`src/rtl/jtl_pkg.sv`:
```
// Shared constants, register map and types of the joint trajectory limiter.
`timescale 1ns / 1ps

package jtl_pkg;

   localparam int VALUE_WIDTH_DEF  = 32;
   localparam int DATA_W           = 32;
   localparam int KP_W             = 24;
   localparam int STEP_W           = 31;
   localparam int PERIOD_W         = 24;
   localparam int MODE_W           = 2;
   localparam int CSR_INDEX_W      = 3;
   localparam int CSR_DATA_W       = 32;

   localparam int MUL_DIG_W        = 24;
   localparam int MUL_K_W          = 24;
   localparam int GAIN_FRAC_BITS   = 16;
   localparam int PERIOD_FRAC_BITS = 24;

   localparam int TWO_PI_Q16       = 411775;
   localparam logic [PERIOD_W-1:0] PERIOD_RESET = 24'd16777;

   localparam int MODE_WRAP_BIT    = 0;
   localparam int MODE_ONLINE_BIT  = 1;

   typedef enum logic [CSR_INDEX_W-1:0] {
      CSR_KP_GAIN          = 3'd0,
      CSR_ACCEL_STEP       = 3'd1,
      CSR_MAX_VELOCITY     = 3'd2,
      CSR_UPPER_LIMIT      = 3'd3,
      CSR_LOWER_LIMIT      = 3'd4,
      CSR_TICK_PERIOD      = 3'd5,
      CSR_INITIAL_POSITION = 3'd6,
      CSR_JOINT_MODE       = 3'd7
   } csr_index_type;

   typedef struct packed {
      logic [KP_W-1:0]          kp_gain;
      logic [STEP_W-1:0]        accel_step;
      logic [STEP_W-1:0]        max_velocity;
      logic signed [DATA_W-1:0] upper_limit;
      logic signed [DATA_W-1:0] lower_limit;
      logic [PERIOD_W-1:0]      tick_period;
      logic signed [DATA_W-1:0] initial_position;
      logic [MODE_W-1:0]        joint_mode;
      logic                     init_load;
   } cfg_type;

endpackage

```
`src/rtl/jtl_if.sv`:
```
// Valid/ready channel interfaces for the request and response items.
`timescale 1ns / 1ps

interface jtl_req_if import jtl_pkg::*; ();
   logic                     valid;
   logic                     ready;
   logic signed [DATA_W-1:0] desired_position;
   logic signed [DATA_W-1:0] current_position;

   modport source (output valid, output desired_position, output current_position,
                   input ready);
   modport sink   (input valid, input desired_position, input current_position,
                   output ready);
endinterface

interface jtl_rsp_if import jtl_pkg::*; ();
   logic                     valid;
   logic                     ready;
   logic signed [DATA_W-1:0] position_command;
   logic signed [DATA_W-1:0] velocity_command;

   modport source (output valid, output position_command, output velocity_command,
                   input ready);
   modport sink   (input valid, input position_command, input velocity_command,
                   output ready);
endinterface

```
`src/rtl/jtl_csr.sv`:
```
// Configuration register file with the initial position load strobe.
`timescale 1ns / 1ps

module jtl_csr import jtl_pkg::*; (
   input  logic                   clock,
   input  logic                   reset,
   input  logic                   csr_we,
   input  logic [CSR_INDEX_W-1:0] csr_index,
   input  logic [CSR_DATA_W-1:0]  csr_wdata,
   output cfg_type                cfg
);

   cfg_type cfg_ff;
   cfg_type cfg_in;

   always_comb begin
      cfg_in           = cfg_ff;
      cfg_in.init_load = 1'b0;
      if (reset) begin
         cfg_in             = '0;
         cfg_in.tick_period = PERIOD_RESET;
      end else if (csr_we) begin
         case (csr_index_type'(csr_index))
            CSR_KP_GAIN:          cfg_in.kp_gain          = csr_wdata[KP_W-1:0];
            CSR_ACCEL_STEP:       cfg_in.accel_step       = csr_wdata[STEP_W-1:0];
            CSR_MAX_VELOCITY:     cfg_in.max_velocity     = csr_wdata[STEP_W-1:0];
            CSR_UPPER_LIMIT:      cfg_in.upper_limit      = $signed(csr_wdata[DATA_W-1:0]);
            CSR_LOWER_LIMIT:      cfg_in.lower_limit      = $signed(csr_wdata[DATA_W-1:0]);
            CSR_TICK_PERIOD:      cfg_in.tick_period      = csr_wdata[PERIOD_W-1:0];
            CSR_INITIAL_POSITION: begin
               cfg_in.initial_position = $signed(csr_wdata[DATA_W-1:0]);
               cfg_in.init_load        = 1'b1;
            end
            CSR_JOINT_MODE:       cfg_in.joint_mode       = csr_wdata[MODE_W-1:0];
            default:              cfg_in.init_load        = 1'b0;
         endcase
      end
   end

   // synchronous reset is folded into the next-state logic
   always_ff @(posedge clock) begin
      cfg_ff <= cfg_in;
   end

   assign cfg = cfg_ff;

endmodule

```
`src/rtl/jtl_mul.sv`:
```
// Shared iterative multiplier: one 24-bit digit of the magnitude per cycle, MSB first.
`timescale 1ns / 1ps

module jtl_mul import jtl_pkg::*; #(
   parameter int MAG_W = VALUE_WIDTH_DEF + 1
) (
   input  logic                  clock,
   input  logic                  reset,
   input  logic                  start,
   input  logic [MAG_W-1:0]      mag,
   input  logic [MUL_K_W-1:0]    k,
   output logic                  done,
   output logic [((MAG_W + MUL_DIG_W - 1) / MUL_DIG_W) * MUL_DIG_W + MUL_K_W - 1:0] prod
);

   localparam int NCH    = (MAG_W + MUL_DIG_W - 1) / MUL_DIG_W;
   localparam int PAD_W  = NCH * MUL_DIG_W;
   localparam int PROD_W = PAD_W + MUL_K_W;
   localparam int CNT_W  = $clog2(NCH + 1);

   logic [PAD_W-1:0]              mag_ff;
   logic [MUL_K_W-1:0]            k_ff;
   logic [PROD_W-1:0]             acc_ff;
   logic [CNT_W-1:0]              cnt_ff;
   logic                          done_ff;
   logic [MUL_DIG_W-1:0]          digit;
   logic [MUL_DIG_W+MUL_K_W-1:0]  partial;
   logic [PROD_W-1:0]             acc_in;

   assign digit   = mag_ff[PAD_W-1 -: MUL_DIG_W];
   assign partial = digit * k_ff;
   assign acc_in  = (acc_ff << MUL_DIG_W) + PROD_W'(partial);

   always_ff @(posedge clock) begin
      if (reset) begin
         cnt_ff  <= '0;
         done_ff <= 1'b0;
      end else begin
         done_ff <= (cnt_ff == CNT_W'(1));
         if (start) begin
            cnt_ff <= CNT_W'(NCH);
         end else if (cnt_ff != '0) begin
            cnt_ff <= cnt_ff - CNT_W'(1);
         end
      end
   end

   always_ff @(posedge clock) begin
      if (start) begin
         mag_ff <= PAD_W'(mag);
         k_ff   <= k;
         acc_ff <= '0;
      end else if (cnt_ff != '0) begin
         mag_ff <= mag_ff << MUL_DIG_W;
         acc_ff <= acc_in;
      end
   end

   assign done = done_ff;
   assign prod = acc_ff;

endmodule

```
`src/rtl/joint_trajectory_limiter_core.sv`:
```
// Top level: sequencer and datapath of the velocity and acceleration limited setpoint generator.
//
//   channel | direction | handshake       | payload
//   --------+-----------+-----------------+------------------------------------------
//   req     | in        | valid / ready   | desired_position, current_position
//   rsp     | out       | valid / ready   | position_command, velocity_command
//   csr     | in        | csr_we          | csr_index, csr_wdata (write only)
//
// From accept to the next accept, an item makes two passes through the shared 24x24 multiplier,
// first with kp_gain and then with tick_period.
// req.ready is high only while the sequencer is idle.
// A finished result sits in the output register; the next item is accepted while it waits.
// Synchronous reset clears velocity and position state; tick_period resets to 16777.
`timescale 1ns / 1ps

module joint_trajectory_limiter_core import jtl_pkg::*; #(
   parameter int VALUE_WIDTH = VALUE_WIDTH_DEF
) (
   input  logic                   clock,
   input  logic                   reset,
   jtl_req_if.sink                req,
   jtl_rsp_if.source              rsp,
   input  logic                   csr_we,
   input  logic [CSR_INDEX_W-1:0] csr_index,
   input  logic [CSR_DATA_W-1:0]  csr_wdata
);

   localparam int W      = VALUE_WIDTH;
   localparam int XW     = ((W > DATA_W) ? W : DATA_W) + 2;
   localparam int MAG_W  = W + 1;
   localparam int NCH    = (MAG_W + MUL_DIG_W - 1) / MUL_DIG_W;
   localparam int PROD_W = NCH * MUL_DIG_W + MUL_K_W;

   localparam logic signed [XW-1:0] VMAX_X = {{(XW-W+1){1'b0}}, {(W-1){1'b1}}};
   localparam logic signed [XW-1:0] VMIN_X = {{(XW-W+1){1'b1}}, {(W-1){1'b0}}};
   localparam logic [PROD_W-1:0]    LIM_POS = {{(PROD_W-W+1){1'b0}}, {(W-1){1'b1}}};
   localparam logic [PROD_W-1:0]    LIM_NEG = LIM_POS + PROD_W'(1);
   localparam logic signed [XW-1:0] TWO_PI_X = XW'(TWO_PI_Q16);

   typedef enum logic [8:0] {
      S_IDLE  = 9'b000000001,
      S_ERR   = 9'b000000010,
      S_TGT   = 9'b000000100,
      S_CLMP  = 9'b000001000,
      S_VEL   = 9'b000010000,
      S_PMUL  = 9'b000100000,
      S_INTEG = 9'b001000000,
      S_WRAP  = 9'b010000000,
      S_DONE  = 9'b100000000
   } state_type;

   function automatic logic signed [W-1:0] sat(input logic signed [XW-1:0] x);
      logic signed [W-1:0] r;
      r = x[W-1:0];
      if (x > VMAX_X) r = VMAX_X[W-1:0];
      else if (x < VMIN_X) r = VMIN_X[W-1:0];
      return r;
   endfunction

   function automatic logic signed [XW-1:0] sxw(input logic signed [W-1:0] v);
      return XW'(v);
   endfunction

   // magnitude of a shifted product, capped to the range, sign restored
   function automatic logic signed [W-1:0] scale_out(input logic [PROD_W-1:0] p,
                                                     input logic neg);
      logic [PROD_W-1:0] cap;
      logic [W-1:0]      m;
      cap = p;
      if (neg && (p > LIM_NEG)) cap = LIM_NEG;
      else if (!neg && (p > LIM_POS)) cap = LIM_POS;
      m = cap[W-1:0];
      return neg ? $signed(W'(0) - m) : $signed(m);
   endfunction

   cfg_type              cfg;
   state_type            state_ff, state_in;

   logic signed [W-1:0]  vel_state_ff, vel_state_in;
   logic signed [W-1:0]  pos_state_ff, pos_state_in;
   logic signed [W-1:0]  des_ff, cur_ff, target_ff, work_ff;
   logic                 neg_ff;
   logic                 rsp_valid_ff;
   logic signed [DATA_W-1:0] pos_out_ff, vel_out_ff;

   logic                 mul_start, mul_done;
   logic [MAG_W-1:0]     mul_mag;
   logic [MUL_K_W-1:0]   mul_k;
   logic [PROD_W-1:0]    mul_prod, prod_sh;
   logic signed [W-1:0]  scaled;

   logic signed [W-1:0]  des_sat, cur_sat, maxv_w, step_w, upper_w, lower_w, init_w;
   logic                 err_neg;
   logic signed [XW-1:0] diff_ab, diff_ba, vel_x, vel_neg_x;
   logic [MAG_W-1:0]     err_mag, vel_mag;
   logic signed [W-1:0]  neg_maxv, target_clamped;
   logic signed [W-1:0]  s_up, s_dn, slew_cmd;
   logic signed [W-1:0]  base, integ_sum;
   logic                 wrap_mode;
   logic signed [W-1:0]  step_a, step_b;
   logic signed [XW-1:0] step_b_x, vel_out_x;
   logic                 out_load;

   jtl_csr u_csr (
      .clock     (clock),
      .reset     (reset),
      .csr_we    (csr_we),
      .csr_index (csr_index),
      .csr_wdata (csr_wdata),
      .cfg       (cfg)
   );

   jtl_mul #(.MAG_W(MAG_W)) u_mul (
      .clock (clock),
      .reset (reset),
      .start (mul_start),
      .mag   (mul_mag),
      .k     (mul_k),
      .done  (mul_done),
      .prod  (mul_prod)
   );

   // register values held to the working range
   assign des_sat = sat(XW'(req.desired_position));
   assign cur_sat = sat(XW'(req.current_position));
   assign maxv_w  = sat(XW'(cfg.max_velocity));
   assign step_w  = sat(XW'(cfg.accel_step));
   assign upper_w = sat(XW'(cfg.upper_limit));
   assign lower_w = sat(XW'(cfg.lower_limit));
   assign init_w  = sat(XW'(cfg.initial_position));

   // position error magnitude without a separate negate
   assign err_neg = des_ff < cur_ff;
   assign diff_ab = sxw(des_ff) - sxw(cur_ff);
   assign diff_ba = sxw(cur_ff) - sxw(des_ff);
   assign err_mag = err_neg ? diff_ba[MAG_W-1:0] : diff_ab[MAG_W-1:0];

   assign vel_x     = sxw(vel_state_ff);
   assign vel_neg_x = XW'(0) - vel_x;
   assign vel_mag   = vel_state_ff[W-1] ? vel_neg_x[MAG_W-1:0] : vel_x[MAG_W-1:0];

   assign mul_start = (state_ff == S_ERR) || (state_ff == S_PMUL);
   assign mul_mag   = (state_ff == S_ERR) ? err_mag : vel_mag;
   assign mul_k     = (state_ff == S_ERR) ? cfg.kp_gain : cfg.tick_period;

   assign prod_sh = (state_ff == S_INTEG) ? (mul_prod >> PERIOD_FRAC_BITS)
                                          : (mul_prod >> GAIN_FRAC_BITS);
   assign scaled  = scale_out(prod_sh, neg_ff);

   // symmetric velocity clamp
   assign neg_maxv = -maxv_w;
   always_comb begin
      target_clamped = target_ff;
      if (target_ff > maxv_w) target_clamped = maxv_w;
      else if (target_ff < neg_maxv) target_clamped = neg_maxv;
   end

   // slew toward the target, never past it
   assign s_up = sat(vel_x + sxw(step_w));
   assign s_dn = sat(vel_x - sxw(step_w));
   always_comb begin
      if (target_ff > vel_state_ff) begin
         slew_cmd = (s_up > target_ff) ? target_ff : s_up;
      end else begin
         slew_cmd = (s_dn < target_ff) ? target_ff : s_dn;
      end
   end

   assign base      = cfg.joint_mode[MODE_ONLINE_BIT] ? cur_ff : pos_state_ff;
   assign integ_sum = sat(sxw(base) + sxw(scaled));

   // continuous joint: low wrap then high wrap; otherwise upper clamp then lower clamp
   assign wrap_mode = cfg.joint_mode[MODE_WRAP_BIT];
   always_comb begin
      if (wrap_mode) begin
         step_a = (pos_state_ff < lower_w) ? sat(sxw(pos_state_ff) + TWO_PI_X) : pos_state_ff;
         step_b = (work_ff > upper_w) ? sat(sxw(work_ff) - TWO_PI_X) : work_ff;
      end else begin
         step_a = (pos_state_ff > upper_w) ? upper_w : pos_state_ff;
         step_b = (work_ff < lower_w) ? lower_w : work_ff;
      end
   end

   assign step_b_x  = sxw(step_b);
   assign vel_out_x = sxw(vel_state_ff);
   assign out_load  = (state_ff == S_DONE) && (!rsp_valid_ff || rsp.ready);

   always_comb begin
      state_in = state_ff;
      case (state_ff)
         S_IDLE:  if (req.valid) state_in = S_ERR;
         S_ERR:   state_in = S_TGT;
         S_TGT:   if (mul_done) state_in = S_CLMP;
         S_CLMP:  state_in = S_VEL;
         S_VEL:   state_in = S_PMUL;
         S_PMUL:  state_in = S_INTEG;
         S_INTEG: if (mul_done) state_in = S_WRAP;
         S_WRAP:  state_in = S_DONE;
         S_DONE:  if (out_load) state_in = S_IDLE;
         default: state_in = S_IDLE;
      endcase
   end

   always_comb begin
      vel_state_in = vel_state_ff;
      pos_state_in = pos_state_ff;
      if (cfg.init_load) begin
         vel_state_in = '0;
         pos_state_in = init_w;
      end else begin
         if (state_ff == S_VEL) vel_state_in = slew_cmd;
         if ((state_ff == S_INTEG) && mul_done) pos_state_in = integ_sum;
      end
   end

   always_ff @(posedge clock) begin
      if (reset) begin
         state_ff     <= S_IDLE;
         vel_state_ff <= '0;
         pos_state_ff <= '0;
         rsp_valid_ff <= 1'b0;
      end else begin
         state_ff     <= state_in;
         vel_state_ff <= vel_state_in;
         pos_state_ff <= pos_state_in;
         if (out_load) begin
            rsp_valid_ff <= 1'b1;
         end else if (rsp.ready) begin
            rsp_valid_ff <= 1'b0;
         end
      end
   end

   always_ff @(posedge clock) begin
      if ((state_ff == S_IDLE) && req.valid) begin
         des_ff <= des_sat;
         cur_ff <= cur_sat;
      end
      if (state_ff == S_ERR) neg_ff <= err_neg;
      if (state_ff == S_PMUL) neg_ff <= vel_state_ff[W-1];
      if ((state_ff == S_TGT) && mul_done) target_ff <= scaled;
      if (state_ff == S_CLMP) target_ff <= target_clamped;
      if (state_ff == S_WRAP) work_ff <= step_a;
      if (out_load) begin
         pos_out_ff <= step_b_x[DATA_W-1:0];
         vel_out_ff <= vel_out_x[DATA_W-1:0];
      end
   end

   assign req.ready            = (state_ff == S_IDLE);
   assign rsp.valid            = rsp_valid_ff;
   assign rsp.position_command = pos_out_ff;
   assign rsp.velocity_command = vel_out_ff;

`ifndef SYNTHESIS
   a_one_item_at_a_time: assert property (@(posedge clock) disable iff (reset)
      (req.valid && req.ready) |=> !req.ready)
      else $error("request accepted while an item is in flight");

   a_mul_done_expected: assert property (@(posedge clock) disable iff (reset)
      mul_done |-> ((state_ff == S_TGT) || (state_ff == S_INTEG)))
      else $error("multiplier finished outside a wait state");

   a_init_zeroes_velocity: assert property (@(posedge clock) disable iff (reset)
      (cfg.init_load && (state_ff == S_IDLE)) |=> (vel_state_ff == '0))
      else $error("initial position load did not clear velocity");
`endif

endmodule

```
`src/flat_wrapper.sv`:
```
// flat-port wrapper written by rule: the top's interface ports become plain ports
module joint_trajectory_limiter_core_flat import jtl_pkg::*;
#(
   parameter int VALUE_WIDTH = VALUE_WIDTH_DEF
)
  (clock, reset, csr_we, csr_index, csr_wdata, req_valid, req_desired_position, req_current_position, req_ready, rsp_valid, rsp_position_command, rsp_velocity_command, rsp_ready);
  jtl_req_if req_i ();
  jtl_rsp_if rsp_i ();
  input  logic clock;
  input  logic reset;
  input  logic csr_we;
  input  logic [CSR_INDEX_W-1:0] csr_index;
  input  logic [CSR_DATA_W-1:0] csr_wdata;
  input wire logic [$bits(req_i.valid)-1:0] req_valid;
  input wire logic [$bits(req_i.desired_position)-1:0] req_desired_position;
  input wire logic [$bits(req_i.current_position)-1:0] req_current_position;
  output wire logic [$bits(req_i.ready)-1:0] req_ready;
  output wire logic [$bits(rsp_i.valid)-1:0] rsp_valid;
  output wire logic [$bits(rsp_i.position_command)-1:0] rsp_position_command;
  output wire logic [$bits(rsp_i.velocity_command)-1:0] rsp_velocity_command;
  input wire logic [$bits(rsp_i.ready)-1:0] rsp_ready;
  assign req_i.valid = req_valid;
  assign req_i.desired_position = req_desired_position;
  assign req_i.current_position = req_current_position;
  assign req_ready = req_i.ready;
  assign rsp_valid = rsp_i.valid;
  assign rsp_position_command = rsp_i.position_command;
  assign rsp_velocity_command = rsp_i.velocity_command;
  assign rsp_i.ready = rsp_ready;
  joint_trajectory_limiter_core #(.VALUE_WIDTH(VALUE_WIDTH)) u_core (.clock(clock), .reset(reset), .req(req_i), .rsp(rsp_i), .csr_we(csr_we), .csr_index(csr_index), .csr_wdata(csr_wdata));
endmodule
```
`config.mk`:
```
export PLATFORM = sky130hd
export DESIGN_NAME = joint_trajectory_limiter_core_flat
export DESIGN_NICKNAME = d
export VERILOG_FILES = /design/src/rtl/jtl_pkg.sv /design/src/rtl/jtl_if.sv /design/src/rtl/jtl_csr.sv /design/src/rtl/jtl_mul.sv /design/src/rtl/joint_trajectory_limiter_core.sv /design/src/flat_wrapper.sv
export SDC_FILE = /design/constraint.sdc
export NUM_CORES = 2
export LEC_CHECK = 0
export ABC_AREA = 0
export BUFFER_PORTS_ARGS = -buffer_cell sky130_fd_sc_hd__buf_2
export CORE_ASPECT_RATIO = 0.75
export CORE_UTILIZATION = 25
export DETAILED_ROUTE_END_ITERATION = 10
export PLACE_DENSITY = 0.5
export RECOVER_POWER = 50
export SLEW_MARGIN = 20
export SYNTH_ARGS = -nofsm -noshare
export SYNTH_HDL_FRONTEND = slang
export SYNTH_SLANG_ARGS = --single-unit
```
`constraint.sdc`:
```
create_clock -name clock -period 14.7 [get_ports clock]
set_input_delay 0.735 -clock clock [delete_from_list [all_inputs] [get_ports clock]]
set_output_delay 0.735 -clock clock [all_outputs]
set_load 0.05 [all_outputs]
```
# == Yosys cells after proc, flatten, opt, wreduce, memory -nomap -nowiden ==
# Cells that the tools add are included.
# Widths: inputs -> output; s select.
# totals
input_bits,104
output_inout_bits,66
word_cells,181
regBits,623
# op_classes
reduce_logical,30
bitwise_logic,1
n_addsub,12
order_cmp,32
n_eq_ne,22
n_mul,1
muxes,56
# ops
operator,n
$mux 32,37
$gt 34x32->1 const B,5
$lt 34x32->1 const B,5
$mux 33,5
$gt 32x32->1,5
$gt 32x32->1 const B,5
$lt 32x32->1,5
$lt 32x32->1 const B,5
$sub 32x32->33,3
$pmux 9 s9,1
$add 72x48->72,1
$add 32x32->33,2
$gt 56x31->1 const B,1
$gt 56x32->1 const B,1
$mux 56,1
$mul 24x24->48,1
$mux 9,4
$add 32x20->33 const B,1
$sub 1x32->33 const A,1
$sub 32x20->33 const B,1
$neg 31->32,1
$sub 1x32->32 const A,1
$mux 24,1
$reduce_and 2->1,9
other kinds (27),52

# == Logic depth before layout (Yosys ltp) ==
# depth
depth_word,14
ltp_mapped,28
mapped_depth_nobuf,26

# == By module ==
# A second synthesis with hierarchy kept.
# unflattened
cells_unflattened,7807
area_unflattened_um2,66965.5
# by_module_without_submodules
mod,area_each_um2,cells_per_inst,n_inst
joint_trajectory_limiter_core,33149.3,4273,1
jtl_mul,25637.1,2803,1
jtl_csr,8179.1,731,1

# == Worst setup path before layout ==
# OpenSTA, ideal clock, no wires.
# synth_timing
path_type,register -> register
startpoint,register u_core.u_mul.k_ff[23]
endpoint,"register u_core.u_mul.acc_ff[58], in the netlist u_core.u_mul.prod[58]"
path_slack_ns,7.353
setup_time_ns,0.133
required_ns,14.567
arrival_ns,7.215
stages_incl_launch_ff,25
period_less_slack_ns,7.347
cell_sequence,edfxtp_1 clkbuf_1 nand2_1 fa_1 fa_1 inv_1 fa_1 inv_1 fa_1 fa_1 fa_1 inv_1 fa_1 ha_1 a21o_1 a21o_1 a21oi_1 a21oi_1 a2111oi_0 nor2_1 a211o_1 o31ai_1 nor3_1 xnor2_1 a21oi_1
# synth_between
elab_chain_len,2
# synth_lines
element,line_no,text
"start, declared",jtl_mul.sv:22,logic [MUL_K_W-1:0] k_ff;
"start signal, assigned",jtl_mul.sv:51,k_ff <= k;
$mul 24x24->48,jtl_mul.sv:31,assign partial = digit * k_ff;
$add 72x48->72,jtl_mul.sv:32,assign acc_in = (acc_ff << MUL_DIG_W) + PROD_W'(partial);
"end signal, assigned",jtl_mul.sv:55,acc_ff <= acc_in;
"end, declared",jtl_mul.sv:23,logic [PROD_W-1:0] acc_ff;
# Every way passes these cells.
# A chain may end at the register's enable or synchronous reset.

# == Worst setup path in the final report ==
# layout_timing
startpoint,register u_core.u_mul.k_ff[8]
endpoint,"register u_core.u_mul.acc_ff[58], in the netlist u_core.u_mul.prod[58]"
# The elaborated chain is that of the path after synthesis.

==> results_dict.tcl <==
set metrics [dict create \
    clkLatencyLatePin_ps 700 \
    min_period_over_period 0.583 \
    antenna_found_initial 21 \
    yosysMostFrequentCell "nand2_1" \
    synthArstFlopShare 0 \
    cp-startpoint "u_core.u_mul.k_ff[8]$_DFFE_PN_" \
    critical_path_class "flop to flop" \
    regToRegStartpoint "u_core.u_mul.k_ff[8]$_DFFE_PN_" \
    skew_ps 70.2 \
    slew_headroom -2.30 \
    drt_iter0_markers 5372 \
    syn_to_final_growth_pct 10.7 \
    required_ps 15170 \
    pre_cts_ws_ps 6230 \
    clk_pin_slew_worst_paths_ps 60 \
    synth_top_cells_by_count "nand2_1 (1351), inv_1 (896), ha_1 (645)" \
    drt.antenna.violating_nets 0 \
    synth_area_leader_cell "fa_1" \
    via_count 57800 \
    worstPathArrival_ps 9040 \
    netlist_instances 7919 \
    status "finished with violations" \
    drcViolationCount 0 \
    fillers 27700 \
    grt.total_usage 0.191 \
    ys_ff_latch 623 \
    multi_input_area_um2 45000 \
    io_pins 170 \
    synth_nets 9181 \
    fin_nets 9072 \
    wl_mm 257 \
    endpoint "u_core.u_mul.prod[58]$_SDFFE_PN0P_" \
    wire_per_inst_um 22.8 \
    start_kind "flop" \
    yosysUniqueCellTypes 89 \
    first_global_vias 55500 \
    numCtsBuffers 74 \
    syn_avg_cell_area_um2 8.22 \
    die_x_um 591 \
    fin_tns_setup_ps 0 \
    reg2reg_depth 25 \
    synthFlopType "dfxtp_1" \
    final_layout_size_suffix_gt1_frac 0.0597 \
    die-area_um2 263000 \
    hold_violations 0 \
    grt_first_pass_wirelength_mm 377 \
    h-tree-depth 3 \
    worst_pin_slew_ps 4940 \
    initial_core_util 0.253 \
    numPortBuffers 169 \
    gp_congestion 0.953 \
    cts_root_buf "clkbuf_16" \
    synth_top_area_frac 0.158 \
    cap_violations 9 \
    utilization 0.279 \
    r2r_slack_ps 6130 \
    cts.sinks 623 \
    synth-seq-area-share 0.230 \
    cts_resized 0 \
    synth_edf_count 250 \
    fp-row-count 161 \
    clockBufferDepth 3 \
    die_h_um 444 \
    fmax_mhz 117 \
    syn-cell-area_um2 65100 \
    cp_max_fo 24 \
    cts_setup_buffers 0 \
    hp-class "input port to flop" \
    rsz0062_at_grt "false" \
    synthTopCellsByArea "fa_1 (16%), ha_1 (12%), edfxtp_1 (12%)" \
    core-area_um2 258000 \
    setup_slack_ps 6130 \
    drt-pass1-iter-count 6 \
    detail_route.vias_per_cell 5.12 \
    crit_path_end_kind "flop" \
    hpwl_mm 199 \
    rr_endpoint "u_core.u_mul.prod[58]$_SDFFE_PN0P_" \
    ctsHoldBuffers 0 \
    setup_viol 0 \
    cts_tree "built" \
    grt-ovfl-total 0 \
    period_needed_ps 8570 \
    violations "capacitance limit, slew limit" \
    yosys_warnings 0 \
    slew_violations 488 \
    grt_start_max_net_pins 91 \
    register_area_um2 15000 \
]
==> sequential cells by signal (all words and copies together), names as in the netlist, 2 cells and up <==
name,flops
u_core.cur_ff,32
u_core.des_ff,32
u_core.pos_state_ff,32
u_core.rsp.position_command,32
u_core.rsp.velocity_command,32
u_core.state_ff,9
u_core.target_ff,32
u_core.u_csr.cfg,209
u_core.u_mul.cnt_ff,2
u_core.u_mul.k_ff,24
u_core.u_mul.mag_ff,48
u_core.u_mul.prod,72
u_core.vel_state_ff,32
u_core.work_ff,32
==> cells in the final DEF, fill, tap and decap left out, types with 120 or more instances in the layout <==
master and n:
a21o_1 180, ha_1 645, xnor2_1 215, nand2_1 1348, o21ai_0 306, nor3_1 120, nor2_1 398, dfxtp_1 370
edfxtp_1 250, fa_1 513, inv_1 895, a21oi_1 636, and2_1 209
==> worst max-delay path, stage by stage, from the launching register on <==
cell and delay (ps):
edfxtp_1 1100, nand2_1 180, fa_1 590, inv_1 50, fa_1 480, fa_1 510, ha_1 230, fa_1 540
inv_1 60, fa_1 480, inv_1 50, fa_1 470, ha_1 270, nor4_1 470, inv_1 80, o221ai_1 450
nand2_1 300, a2111oi_0 650, buf_4 210, nor2_1 100, a211o_1 300, o31ai_1 200, buf_4 230, nor3_1 80
xnor2_1 170, a21oi_1 80
==> how the worst min path moves through the flow <==
stage	startpoint	endpoint	cells past startpoint
2_1_floorplan	u_core.u_mul.prod[56]$_SDFFE_PN0P_	u_core.u_mul.prod[56]$_SDFFE_PN0P_	2
3_3_place_gp	u_core.u_csr.cfg[50]$_SDFFE_PP0P_	u_core.u_csr.cfg[50]$_SDFFE_PP0P_	2
3_5_place_dp	u_core.u_mul.prod[68]$_SDFFE_PN0P_	u_core.u_mul.prod[68]$_SDFFE_PN0P_	2
4_1_cts	req_current_position[4]	u_core.cur_ff[4]$_SDFFCE_PN1P_	1
5_1_grt	req_current_position[4]	u_core.cur_ff[4]$_SDFFCE_PN1P_	1
6_report	req_current_position[4]	u_core.cur_ff[4]$_SDFFCE_PN1P_	1
==> cells by family after synthesis <==
kind of cell               count (synthesis)  share of synthesized area
AOI/OAI and AO/OA                       1726                      0.167
buffers and inverters                   1388                     0.0804
xor gates and xnor gates                 277                     0.0373
muxes                                    133                     0.0214
adders and majority gates               1158                      0.282
and+or+nand+nor                         2614                      0.182
DFF                                      623                      0.230
==> layer usage <==
layer,routed length (µm),track usage
met5,105,0
met4,6030,0.0428
met3,20100,0.0322
met2,108000,0.284
met1,123000,0.285
==> metrics by stage <==
stage	hold slack, ps	cell area, µm²	cells
CTS	169	72100	11300
detailed placement	447	69500	11200
global placement	442	69500	11200
finish	217	72100	11300
global route	183	72100	11300
floorplan	425	65100	7919
==> layout make-up <==
type	instances	share of cell area
Multi-Input combinational cell	5908	0.625
Sequential cell	623	0.208
Tap cell	3423	0.0594
Inverter	900	0.0469
Clock buffer	98	0.0292
Timing Repair Buffer	303	0.0248
Clock inverter	39	0.00696
Antenna cell	6	0.000208
Power is not shown: default switching activity piles up to over one toggle a cycle in this logic, so the estimate is an artifact.
